File: config.mk
export PLATFORM = sky130hd
export DESIGN_NAME = sparse_poly_term_adder_flat
export DESIGN_NICKNAME = d
export VERILOG_FILES = /design/src/sv/spta_pkg.sv /design/src/sv/spta_if.sv /design/src/sv/spta_term_store.sv /design/src/sv/spta_out_stage.sv /design/src/sv/sparse_poly_term_adder.sv /design/src/flat_wrapper.sv
export SDC_FILE = /design/constraint.sdc
export NUM_CORES = 1
export LEC_CHECK = 0
export BUFFER_PORTS_ARGS = -buffer_cell sky130_fd_sc_hd__buf_2
export CAP_MARGIN = 5
export CORE_MARGIN = 10
export CORE_UTILIZATION = 35
export CTS_CLUSTER_DIAMETER = 30
export DETAILED_ROUTE_END_ITERATION = 8
export MAX_ROUTING_LAYER = met4
export PLACE_DENSITY_LB_ADDON = 0.25
export SLEW_MARGIN = 15
export SYNTH_ARGS = -nofsm -noshare
export SYNTH_HDL_FRONTEND = slang
export SYNTH_SLANG_ARGS = --single-unit
File: constraint.sdc
create_clock -name i_clk -period 9.1 [get_ports i_clk]
set_input_delay 1.365 -clock i_clk [delete_from_list [all_inputs] [get_ports i_clk]]
set_output_delay 1.365 -clock i_clk [all_outputs]
set_load 0.05 [all_outputs]
File: src/sv/spta_pkg.sv
// ============================================================================
// spta_pkg
// Shared types and constants for the sparse polynomial term adder.
// ============================================================================
package spta_pkg;

    localparam int MAX_TERMS = 8;
    localparam int IDX_W     = (MAX_TERMS > 1) ? $clog2(MAX_TERMS) : 1;
    localparam int CNT_W     = $clog2(MAX_TERMS + 1);
    localparam int COEFF_W   = 32;
    localparam int EXP_W     = 8;

    // item opcodes; code 3 is ignored
    typedef enum logic [1:0] {
        FUNC_LOAD1   = 2'd0,
        FUNC_LOAD2   = 2'd1,
        FUNC_COMPUTE = 2'd2
    } t_func;

    typedef enum logic [2:0] {
        S_IDLE,
        S_NEXT_A,
        S_PAIR,
        S_SOLO,
        S_LEFT,
        S_FLUSH
    } t_state;

    typedef struct packed {
        logic signed [COEFF_W-1:0] coeff;
        logic [EXP_W-1:0]          x;
        logic [EXP_W-1:0]          y;
        logic [EXP_W-1:0]          z;
    } t_term;

    // table write request
    typedef struct packed {
        logic  en;
        logic  second;
        t_term term;
    } t_wr_req;

    // sequencer -> output stage
    typedef struct packed {
        logic push;
        logic flush;
    } t_out_ctl;

endpackage

File: src/sv/spta_if.sv
// ============================================================================
// spta_if
// Valid/ready channels for input items and result terms.
// ============================================================================
interface spta_in_if;
    logic                                 valid;
    logic                                 ready;
    logic [1:0]                           func;
    logic signed [spta_pkg::COEFF_W-1:0]  coeff;
    logic [spta_pkg::EXP_W-1:0]           exp_x;
    logic [spta_pkg::EXP_W-1:0]           exp_y;
    logic [spta_pkg::EXP_W-1:0]           exp_z;

    modport source (output valid, func, coeff, exp_x, exp_y, exp_z, input ready);
    modport sink   (input valid, func, coeff, exp_x, exp_y, exp_z, output ready);
endinterface

interface spta_out_if;
    logic                                 valid;
    logic                                 ready;
    logic signed [spta_pkg::COEFF_W-1:0]  sum_coeff;
    logic [spta_pkg::EXP_W-1:0]           out_x;
    logic [spta_pkg::EXP_W-1:0]           out_y;
    logic [spta_pkg::EXP_W-1:0]           out_z;
    logic                                 last_term;

    modport source (output valid, sum_coeff, out_x, out_y, out_z, last_term, input ready);
    modport sink   (input valid, sum_coeff, out_x, out_y, out_z, last_term, output ready);
endinterface

File: src/sv/spta_term_store.sv
// ============================================================================
// spta_term_store
// Two small term tables with fill counts; one write port, one read per table.
// ============================================================================
module spta_term_store (
    input  logic                     i_clk,
    input  logic                     i_rst_n,
    input  spta_pkg::t_wr_req        i_wr,
    input  logic                     i_clr,
    input  logic [spta_pkg::IDX_W-1:0] i_rd_a,
    input  logic [spta_pkg::IDX_W-1:0] i_rd_b,
    output logic [spta_pkg::CNT_W-1:0] o_cnt1,
    output logic [spta_pkg::CNT_W-1:0] o_cnt2,
    output spta_pkg::t_term          o_term_a,
    output spta_pkg::t_term          o_term_b
);
    import spta_pkg::*;

    t_term            r_tab1 [MAX_TERMS];
    t_term            r_tab2 [MAX_TERMS];
    logic [CNT_W-1:0] r_cnt1;
    logic [CNT_W-1:0] r_cnt2;
    logic             wr1;
    logic             wr2;

    // loads into a full table are dropped
    assign wr1 = i_wr.en && !i_wr.second && (r_cnt1 < CNT_W'(MAX_TERMS));
    assign wr2 = i_wr.en &&  i_wr.second && (r_cnt2 < CNT_W'(MAX_TERMS));

    always_ff @(posedge i_clk) begin
        if (!i_rst_n) begin
            r_cnt1 <= '0;
            r_cnt2 <= '0;
        end else if (i_clr) begin
            r_cnt1 <= '0;
            r_cnt2 <= '0;
        end else begin
            if (wr1) r_cnt1 <= r_cnt1 + CNT_W'(1);
            if (wr2) r_cnt2 <= r_cnt2 + CNT_W'(1);
        end
    end

    always_ff @(posedge i_clk) begin
        if (wr1) r_tab1[r_cnt1[IDX_W-1:0]] <= i_wr.term;
        if (wr2) r_tab2[r_cnt2[IDX_W-1:0]] <= i_wr.term;
    end

    assign o_cnt1   = r_cnt1;
    assign o_cnt2   = r_cnt2;
    assign o_term_a = r_tab1[i_rd_a];
    assign o_term_b = r_tab2[i_rd_b];

endmodule

File: src/sv/spta_out_stage.sv
// ============================================================================
// spta_out_stage
// One-term hold plus output register; marks the final term on flush.
// ============================================================================
module spta_out_stage (
    input  logic               i_clk,
    input  logic               i_rst_n,
    input  spta_pkg::t_out_ctl i_ctl,
    input  spta_pkg::t_term    i_term,
    output logic               o_adv_ok,
    spta_out_if.source         o_out
);
    import spta_pkg::*;

    logic  r_hold_v;
    t_term r_hold;
    logic  r_out_v;
    t_term r_out;
    logic  r_last;
    logic  out_free;
    logic  load_out;

    // a held term can only move on when the output register frees up
    assign out_free = !r_out_v || o_out.ready;
    assign o_adv_ok = !r_hold_v || out_free;
    assign load_out = r_hold_v && out_free && (i_ctl.push || i_ctl.flush);

    always_ff @(posedge i_clk) begin
        if (!i_rst_n) begin
            r_hold_v <= 1'b0;
            r_out_v  <= 1'b0;
        end else begin
            if (i_ctl.push && o_adv_ok) r_hold_v <= 1'b1;
            else if (i_ctl.flush && o_adv_ok) r_hold_v <= 1'b0;
            if (load_out) r_out_v <= 1'b1;
            else if (o_out.ready) r_out_v <= 1'b0;
        end
    end

    always_ff @(posedge i_clk) begin
        if (i_ctl.push && o_adv_ok) r_hold <= i_term;
        if (load_out) begin
            r_out  <= r_hold;
            r_last <= i_ctl.flush;
        end
    end

    assign o_out.valid     = r_out_v;
    assign o_out.sum_coeff = r_out.coeff;
    assign o_out.out_x     = r_out.x;
    assign o_out.out_y     = r_out.y;
    assign o_out.out_z     = r_out.z;
    assign o_out.last_term = r_last;

    property p_flush_clears_hold;
        @(posedge i_clk) disable iff (!i_rst_n)
            (i_ctl.flush && o_adv_ok) |=> !r_hold_v;
    endproperty
    a_flush_clears_hold: assert property (p_flush_clears_hold)
        else $error("hold still valid after flush");

    property p_no_push_flush;
        @(posedge i_clk) disable iff (!i_rst_n) !(i_ctl.push && i_ctl.flush);
    endproperty
    a_no_push_flush: assert property (p_no_push_flush)
        else $error("push and flush in same cycle");

    property p_stall_holds_out;
        @(posedge i_clk) disable iff (!i_rst_n)
            (r_out_v && !o_out.ready) |=> (r_out_v && $stable(r_out) && $stable(r_last));
    endproperty
    a_stall_holds_out: assert property (p_stall_holds_out)
        else $error("output register changed while stalled");

endmodule

File: src/sv/sparse_poly_term_adder.sv
// ============================================================================
// sparse_poly_term_adder
// Adds two sparse three-variable polynomials held in two small term tables.
// ============================================================================
// Load items (func 0 / 1) append a term to table one / table two; a load
// into a full table is dropped, func 3 is dropped. A compute item (func 2)
// runs a sequencer over one shared exponent comparator and 32-bit adder:
// for each term of table one, newest first, it scans table two newest first
// and emits the wrapped coefficient sum for every exponent match (marking
// that table-two term used); an unmatched table-one term is emitted as is,
// then unused table-two terms follow, newest first. The input is not ready
// while a compute runs. The comparator takes one step per cycle, but a step
// that emits a term waits while output back-pressure blocks the one-term
// hold. Results pass through that hold so that the final term carries
// last_term; the tables are emptied when compute ends.
// ============================================================================
module sparse_poly_term_adder (
    input  logic        i_clk,
    input  logic        i_rst_n,
    spta_in_if.sink     i_in,
    spta_out_if.source  o_out
);
    import spta_pkg::*;

    t_state           r_state, n_state;
    logic [CNT_W-1:0] r_ia, n_ia;     // table-one terms still to visit
    logic [CNT_W-1:0] r_jb, n_jb;     // table-two terms still to visit
    logic             r_hit, n_hit;   // current table-one term matched
    logic [MAX_TERMS-1:0] r_used, n_used;

    logic [IDX_W-1:0] idx_a;
    logic [IDX_W-1:0] idx_b;
    logic [CNT_W-1:0] cnt1;
    logic [CNT_W-1:0] cnt2;
    t_term            term_a;
    t_term            term_b;
    logic             exp_match;
    t_wr_req          s_wr;
    logic             s_clr;
    t_out_ctl         s_ctl;
    t_term            s_gen;
    logic             adv_ok;

    assign idx_a = IDX_W'(r_ia - CNT_W'(1));
    assign idx_b = IDX_W'(r_jb - CNT_W'(1));

    // the shared compare unit
    assign exp_match = (term_a.x == term_b.x) && (term_a.y == term_b.y) &&
                       (term_a.z == term_b.z);

    assign i_in.ready = (r_state == S_IDLE);

    spta_term_store u_store (
        .i_clk    (i_clk),
        .i_rst_n  (i_rst_n),
        .i_wr     (s_wr),
        .i_clr    (s_clr),
        .i_rd_a   (idx_a),
        .i_rd_b   (idx_b),
        .o_cnt1   (cnt1),
        .o_cnt2   (cnt2),
        .o_term_a (term_a),
        .o_term_b (term_b)
    );

    spta_out_stage u_out (
        .i_clk    (i_clk),
        .i_rst_n  (i_rst_n),
        .i_ctl    (s_ctl),
        .i_term   (s_gen),
        .o_adv_ok (adv_ok),
        .o_out    (o_out)
    );

    // next state and sequencer counters
    always_comb begin
        n_state = r_state;
        n_ia    = r_ia;
        n_jb    = r_jb;
        n_hit   = r_hit;
        n_used  = r_used;
        unique case (r_state)
            S_IDLE: begin
                if (i_in.valid && i_in.func == FUNC_COMPUTE) begin
                    n_ia    = cnt1;
                    n_state = S_NEXT_A;
                end
            end
            S_NEXT_A: begin
                n_jb    = cnt2;
                n_hit   = 1'b0;
                n_state = (r_ia == '0) ? S_LEFT : S_PAIR;
            end
            S_PAIR: begin
                if (r_jb == '0) begin
                    if (r_hit) begin
                        n_ia    = r_ia - CNT_W'(1);
                        n_state = S_NEXT_A;
                    end else begin
                        n_state = S_SOLO;
                    end
                end else if (!exp_match) begin
                    n_jb = r_jb - CNT_W'(1);
                end else if (adv_ok) begin
                    n_jb          = r_jb - CNT_W'(1);
                    n_hit         = 1'b1;
                    n_used[idx_b] = 1'b1;
                end
            end
            S_SOLO: begin
                if (adv_ok) begin
                    n_ia    = r_ia - CNT_W'(1);
                    n_state = S_NEXT_A;
                end
            end
            S_LEFT: begin
                if (r_jb == '0) begin
                    n_state = S_FLUSH;
                end else if (r_used[idx_b] || adv_ok) begin
                    n_jb = r_jb - CNT_W'(1);
                end
            end
            S_FLUSH: begin
                if (adv_ok) begin
                    n_used  = '0;
                    n_state = S_IDLE;
                end
            end
            default: n_state = S_IDLE;
        endcase
    end

    // outputs: table writes, result generation, end-of-compute clear
    always_comb begin
        s_wr.en     = 1'b0;
        s_wr.second = (i_in.func == FUNC_LOAD2);
        s_wr.term   = '{coeff: i_in.coeff, x: i_in.exp_x, y: i_in.exp_y, z: i_in.exp_z};
        s_clr       = 1'b0;
        s_ctl       = '0;
        s_gen       = term_a;
        unique case (r_state)
            S_IDLE: begin
                s_wr.en = i_in.valid &&
                          (i_in.func == FUNC_LOAD1 || i_in.func == FUNC_LOAD2);
            end
            S_PAIR: begin
                s_ctl.push  = (r_jb != '0) && exp_match;
                s_gen.coeff = term_a.coeff + term_b.coeff;
            end
            S_SOLO: begin
                s_ctl.push = 1'b1;
            end
            S_LEFT: begin
                s_ctl.push = (r_jb != '0) && !r_used[idx_b];
                s_gen      = term_b;
            end
            S_FLUSH: begin
                s_ctl.flush = 1'b1;
                s_clr       = adv_ok;
            end
            default: ;
        endcase
    end

    always_ff @(posedge i_clk) begin
        if (!i_rst_n) begin
            r_state <= S_IDLE;
            r_ia    <= '0;
            r_jb    <= '0;
            r_hit   <= 1'b0;
            r_used  <= '0;
        end else begin
            r_state <= n_state;
            r_ia    <= n_ia;
            r_jb    <= n_jb;
            r_hit   <= n_hit;
            r_used  <= n_used;
        end
    end

    property p_end_empties;
        @(posedge i_clk) disable iff (!i_rst_n)
            (r_state == S_FLUSH && adv_ok) |=>
                (cnt1 == '0 && cnt2 == '0 && r_used == '0);
    endproperty
    a_end_empties: assert property (p_end_empties)
        else $error("tables not empty after compute");

    property p_idle_no_used;
        @(posedge i_clk) disable iff (!i_rst_n) (r_state == S_IDLE) |-> (r_used == '0);
    endproperty
    a_idle_no_used: assert property (p_idle_no_used)
        else $error("used marks left over in idle");

    property p_counts_bounded;
        @(posedge i_clk) disable iff (!i_rst_n)
            (cnt1 <= CNT_W'(MAX_TERMS)) && (cnt2 <= CNT_W'(MAX_TERMS)) &&
            (r_jb <= cnt2) && (r_ia <= cnt1);
    endproperty
    a_counts_bounded: assert property (p_counts_bounded)
        else $error("term count out of range");

endmodule

File: src/flat_wrapper.sv
// flat-port wrapper written by rule: the top's interface ports become plain ports
module sparse_poly_term_adder_flat import spta_pkg::*;
  (i_clk, i_rst_n, i_in_valid, i_in_func, i_in_coeff, i_in_exp_x, i_in_exp_y, i_in_exp_z, i_in_ready, o_out_valid, o_out_sum_coeff, o_out_out_x, o_out_out_y, o_out_out_z, o_out_last_term, o_out_ready);
  spta_in_if i_in_i ();
  spta_out_if o_out_i ();
  input  logic i_clk;
  input  logic i_rst_n;
  input wire logic [$bits(i_in_i.valid)-1:0] i_in_valid;
  input wire logic [$bits(i_in_i.func)-1:0] i_in_func;
  input wire logic [$bits(i_in_i.coeff)-1:0] i_in_coeff;
  input wire logic [$bits(i_in_i.exp_x)-1:0] i_in_exp_x;
  input wire logic [$bits(i_in_i.exp_y)-1:0] i_in_exp_y;
  input wire logic [$bits(i_in_i.exp_z)-1:0] i_in_exp_z;
  output wire logic [$bits(i_in_i.ready)-1:0] i_in_ready;
  output wire logic [$bits(o_out_i.valid)-1:0] o_out_valid;
  output wire logic [$bits(o_out_i.sum_coeff)-1:0] o_out_sum_coeff;
  output wire logic [$bits(o_out_i.out_x)-1:0] o_out_out_x;
  output wire logic [$bits(o_out_i.out_y)-1:0] o_out_out_y;
  output wire logic [$bits(o_out_i.out_z)-1:0] o_out_out_z;
  output wire logic [$bits(o_out_i.last_term)-1:0] o_out_last_term;
  input wire logic [$bits(o_out_i.ready)-1:0] o_out_ready;
  assign i_in_i.valid = i_in_valid;
  assign i_in_i.func = i_in_func;
  assign i_in_i.coeff = i_in_coeff;
  assign i_in_i.exp_x = i_in_exp_x;
  assign i_in_i.exp_y = i_in_exp_y;
  assign i_in_i.exp_z = i_in_exp_z;
  assign i_in_ready = i_in_i.ready;
  assign o_out_valid = o_out_i.valid;
  assign o_out_sum_coeff = o_out_i.sum_coeff;
  assign o_out_out_x = o_out_i.out_x;
  assign o_out_out_y = o_out_i.out_y;
  assign o_out_out_z = o_out_i.out_z;
  assign o_out_last_term = o_out_i.last_term;
  assign o_out_i.ready = o_out_ready;
  sparse_poly_term_adder u_core (.i_clk(i_clk), .i_rst_n(i_rst_n), .i_in(i_in_i), .o_out(o_out_i));
endmodule
==> results.yml <==
status:
  status: "completed"
sta:
  worst_slew_pin_slew_ns: 1.14
  rsz0062_at_grt: "false"
  final-setup-viol-count: 0
  final-hold-violation-count: 0
  slew_viol_final: 0
  skew_ns: 0.0718
  max_freq_mhz: 155
  hold-worst-slack_ns: 0.412
  min_period_over_period: 0.707
  slew_headroom: 0.238
  post-route-min-period_ns: 6.43
  fin_tns_setup_ns: 0
yosys:
  syn_inst: 2301
  syn_avg_cell_area_um2: 18.2
  synth_edf_count: 1009
  ys_warn_count: 0
  dominantRegCellSynth: "edfxtp_1"
  ys_seq_elements: 1039
  seq_area_frac_synth: 0.738
  syn_area_um2: 41900
  yosysUniqueCellTypes: 73
  synth_nets: 2399
  async_reset_ff_frac: 0
final_layout:
  seq_area_um2: 30900
  nNetsFinal: 2646
  syn_to_final_growth_pct: 22.1
  instances_no_fill: 4322
  final_cell_mix: "edfxtp_1 (1009), clkbuf_16 (191), mux4_2 (167)"
  drive_gt1_frac: 0.268
  fillers: 10300
  layout.cells.most_common: "edfxtp_1"
  finalInstanceArea_um2: 51100
  multi_input_area_um2: 10500
global_route:
  grt_util_all_layers: 0.162
  antenna_found_initial: 13
  grt.overflow.total: 0
  grt_pass1_wl_mm: 158
  grt_start_max_net_pins: 98
  grt_pass1_vias: 23400
hold_path:
  min_to: "u_core.u_out.o_out.out_x[0]$_DFFE_PP_"
  min_path_cells: 0
  hold_path_class: "flip-flop to flip-flop"
  min_from: "u_core.u_out.r_hold[16]$_DFFE_PP_"
floorplanning:
  io-pin-count: 121
  die_height_um: 366
  design.die.area_um2: 134000
  rows: 126
  initial_core_util: 0.354
  die_x_um: 366
  core_um2: 118000
place:
  place_area_um2: 44600
  gp_congestion: 0.836
  dp_hpwl_mm: 63.5
  dp_cells: 3956
  portBuffers: 120
power_and_ir_drop:
  leakage_nw: 17.0
  ir_drop_v: 0.000185
  power-per-cell-area_nw_per_um2: 292
critical_path:
  required_ns: 9.58
  r2r-end: "u_core.u_out.r_hold[52]$_DFFE_PP_"
  arrival_ns: 6.91
  crit_type: "flip-flop to flip-flop"
  reg2regPathDepth: 18
  reg2reg_slack_ns: 2.67
  crit-reg2reg-launch: "u_core.r_ia[0]$_SDFFE_PN0P_"
  end_kind: "flip-flop"
  critPathMaxFanout: 42
  start_kind: "flip-flop"
clocking:
  ctsLongestPathBuffers: 3
  clockRootBuffer: "clkbuf_16"
  cts.sinks: 1039
  htreeDepth: 4
  clock_latency_ns: 0.78
  cts_resized: 0
  postCtsSetupBuffers: 0
  cts_inserted_buffers: 190
  clk_pin_slew_ns: 0.05
  holdBufCountCts: 0
  tritoncts: "built"
routing:
  drt-pass1-iter-count: 6
  route.vias.total: 22500
  ant_nets: 0
  wirelength_mm: 107
  avgRoutedWirePerCell_um: 24.9
  drc_errors: 0
  drtIter0Drc: 1769
  routed_via_density: 5.22
job:
  max-cap-violations: 0
[cell usage after synthesis, types with 4 or more instances]
cell	count	share of area
edfxtp_1	1009	0.72
mux4_2	167	0.090
nand2_1	156	0.014
mux2i_1	113	0.027
nor2_1	86	0.0077
a21oi_1	62	0.0074
o21ai_0	62	0.0074
clkbuf_1	61	0.0055
mux2_2	47	0.013
nor3b_1	43	0.0077
ha_1	35	0.010
xnor2_1	34	0.0071
nor3_1	33	0.0039
nand3_1	31	0.0037
dfxtp_1	30	0.014
buf_2	27	0.0032
a22oi_1	26	0.0047
nand3b_1	25	0.0045
nand4_1	24	0.0036
buf_1	21	0.0019
a21o_1	16	0.0029
inv_1	16	0.0014
xor2_1	16	0.0033
nand2b_1	14	0.0021
a221oi_1	11	0.0023
o211ai_1	11	0.0020
nor2b_1	9	0.0013
a221o_1	8	0.0019
and2_1	7	0.0010
and3_1	7	0.0010
a32oi_1	6	0.0013
buf_6	6	0.0016
o31ai_1	6	0.0011
a31oi_1	5	0.00075
o21a_1	5	0.00090
a211oi_1	4	0.00072
a22o_1	4	0.00084
o22ai_1	4	0.00060
[where the power goes]
group / switching, W / leakage (nW) / internal [W] / total, W
logic: 0.00156 / 4.58 / 0.000958 / 0.00252
registers: 0.0000569 / 9.32 / 0.00537 / 0.00543
clock network: 0.00247 / 3.09 / 0.00450 / 0.00697
[cell type report]
class                   count  area share
repair buffers            173      0.0203
clock buffers             223      0.0961
flip-flops and latches   1039       0.605
multi-input cells        1125       0.206
well taps                1600      0.0392
clock inverters           136      0.0317
inverters                  19     0.00140
diodes                      7    0.000343
[sequential cells by signal, summed over array words and instances (netlist names), 3 cells and up]
name / flops
u_core.r_used: 8
u_core.u_store.r_tab2: 448
u_core.u_out.o_out.out_x: 8
u_core.u_out.o_out.out_y: 8
u_core.u_store.r_tab1: 448
u_core.r_ia: 4
u_core.u_store.o_cnt1: 4
u_core.u_out.r_hold: 56
u_core.u_store.o_cnt2: 4
u_core.r_jb: 4
u_core.u_out.o_out.out_z: 8
u_core.r_state: 3
u_core.u_out.o_out.sum_coeff: 32
[critical path: stages (launching register included)]
cell and delay, ns:
dfxtp_4 0.94, inv_1 0.19, ha_4 0.55, buf_4 0.54
mux4_2 0.40, mux2_2 0.31, ha_1 0.21, inv_1 0.09
fa_1 0.19, nor2b_1 0.08, o31ai_1 0.37, a2bb2oi_1 0.26
a221oi_1 0.61, o211ai_1 0.23, a221o_1 0.39, a31oi_1 0.39
a21oi_1 0.14, nand4b_1 0.12, o211ai_1 0.10
[kinds of logic after synthesis]
kind of cell | Yosys count | synth area share
multiplexers | 327 | 0.130
AND/OR/NAND/NOR | 451 | 0.0542
AO/OA/AOI/OAI | 259 | 0.0412
XOR/XNOR | 52 | 0.0115
buffers and inverters | 137 | 0.0144
flip-flops | 1039 | 0.738
adder cells (fa/ha/maj) | 36 | 0.0109
[how the worst max path moves through the flow]
stage                                   start                                    end  slack [ns]  depth (start not counted)
2_1_floorplan  u_core.r_state[0]$_SDFFE_PN0P_  u_core.u_store.r_tab2[0][0]$_DFFE_PP_        0.71                          5
3_3_place_gp      u_core.r_ia[0]$_SDFFE_PN0P_      u_core.u_out.r_hold[52]$_DFFE_PP_        2.77                         18
3_5_place_dp      u_core.r_ia[0]$_SDFFE_PN0P_      u_core.u_out.r_hold[52]$_DFFE_PP_        2.61                         18
4_1_cts           u_core.r_ia[0]$_SDFFE_PN0P_      u_core.u_out.r_hold[52]$_DFFE_PP_        2.55                         18
5_1_grt           u_core.r_ia[0]$_SDFFE_PN0P_      u_core.u_out.r_hold[52]$_DFFE_PP_        2.12                         18
6_report          u_core.r_ia[0]$_SDFFE_PN0P_      u_core.u_out.r_hold[52]$_DFFE_PP_        2.67                         18
[stage by stage]
stage                     worst slack [ns]  utilization  power, W
after global placement                2.77        0.376   0.00799
after global routing                  2.12        0.432    0.0155
final                                 2.67        0.432    0.0149
after floorplan                      0.713            -   0.00730
after CTS                             2.55        0.432    0.0150
after detailed placement              2.61        0.376   0.00802
[layer usage]
layer  up-vias  track usage  part of all wire
li1       9844            -                 -
met1     11700        0.211              0.43
met2       778        0.256              0.49
met3       174       0.0338             0.063
met4         0       0.0438             0.019
met5         -            -                 0
No activity file was read; power rests on OpenSTA's default activity.
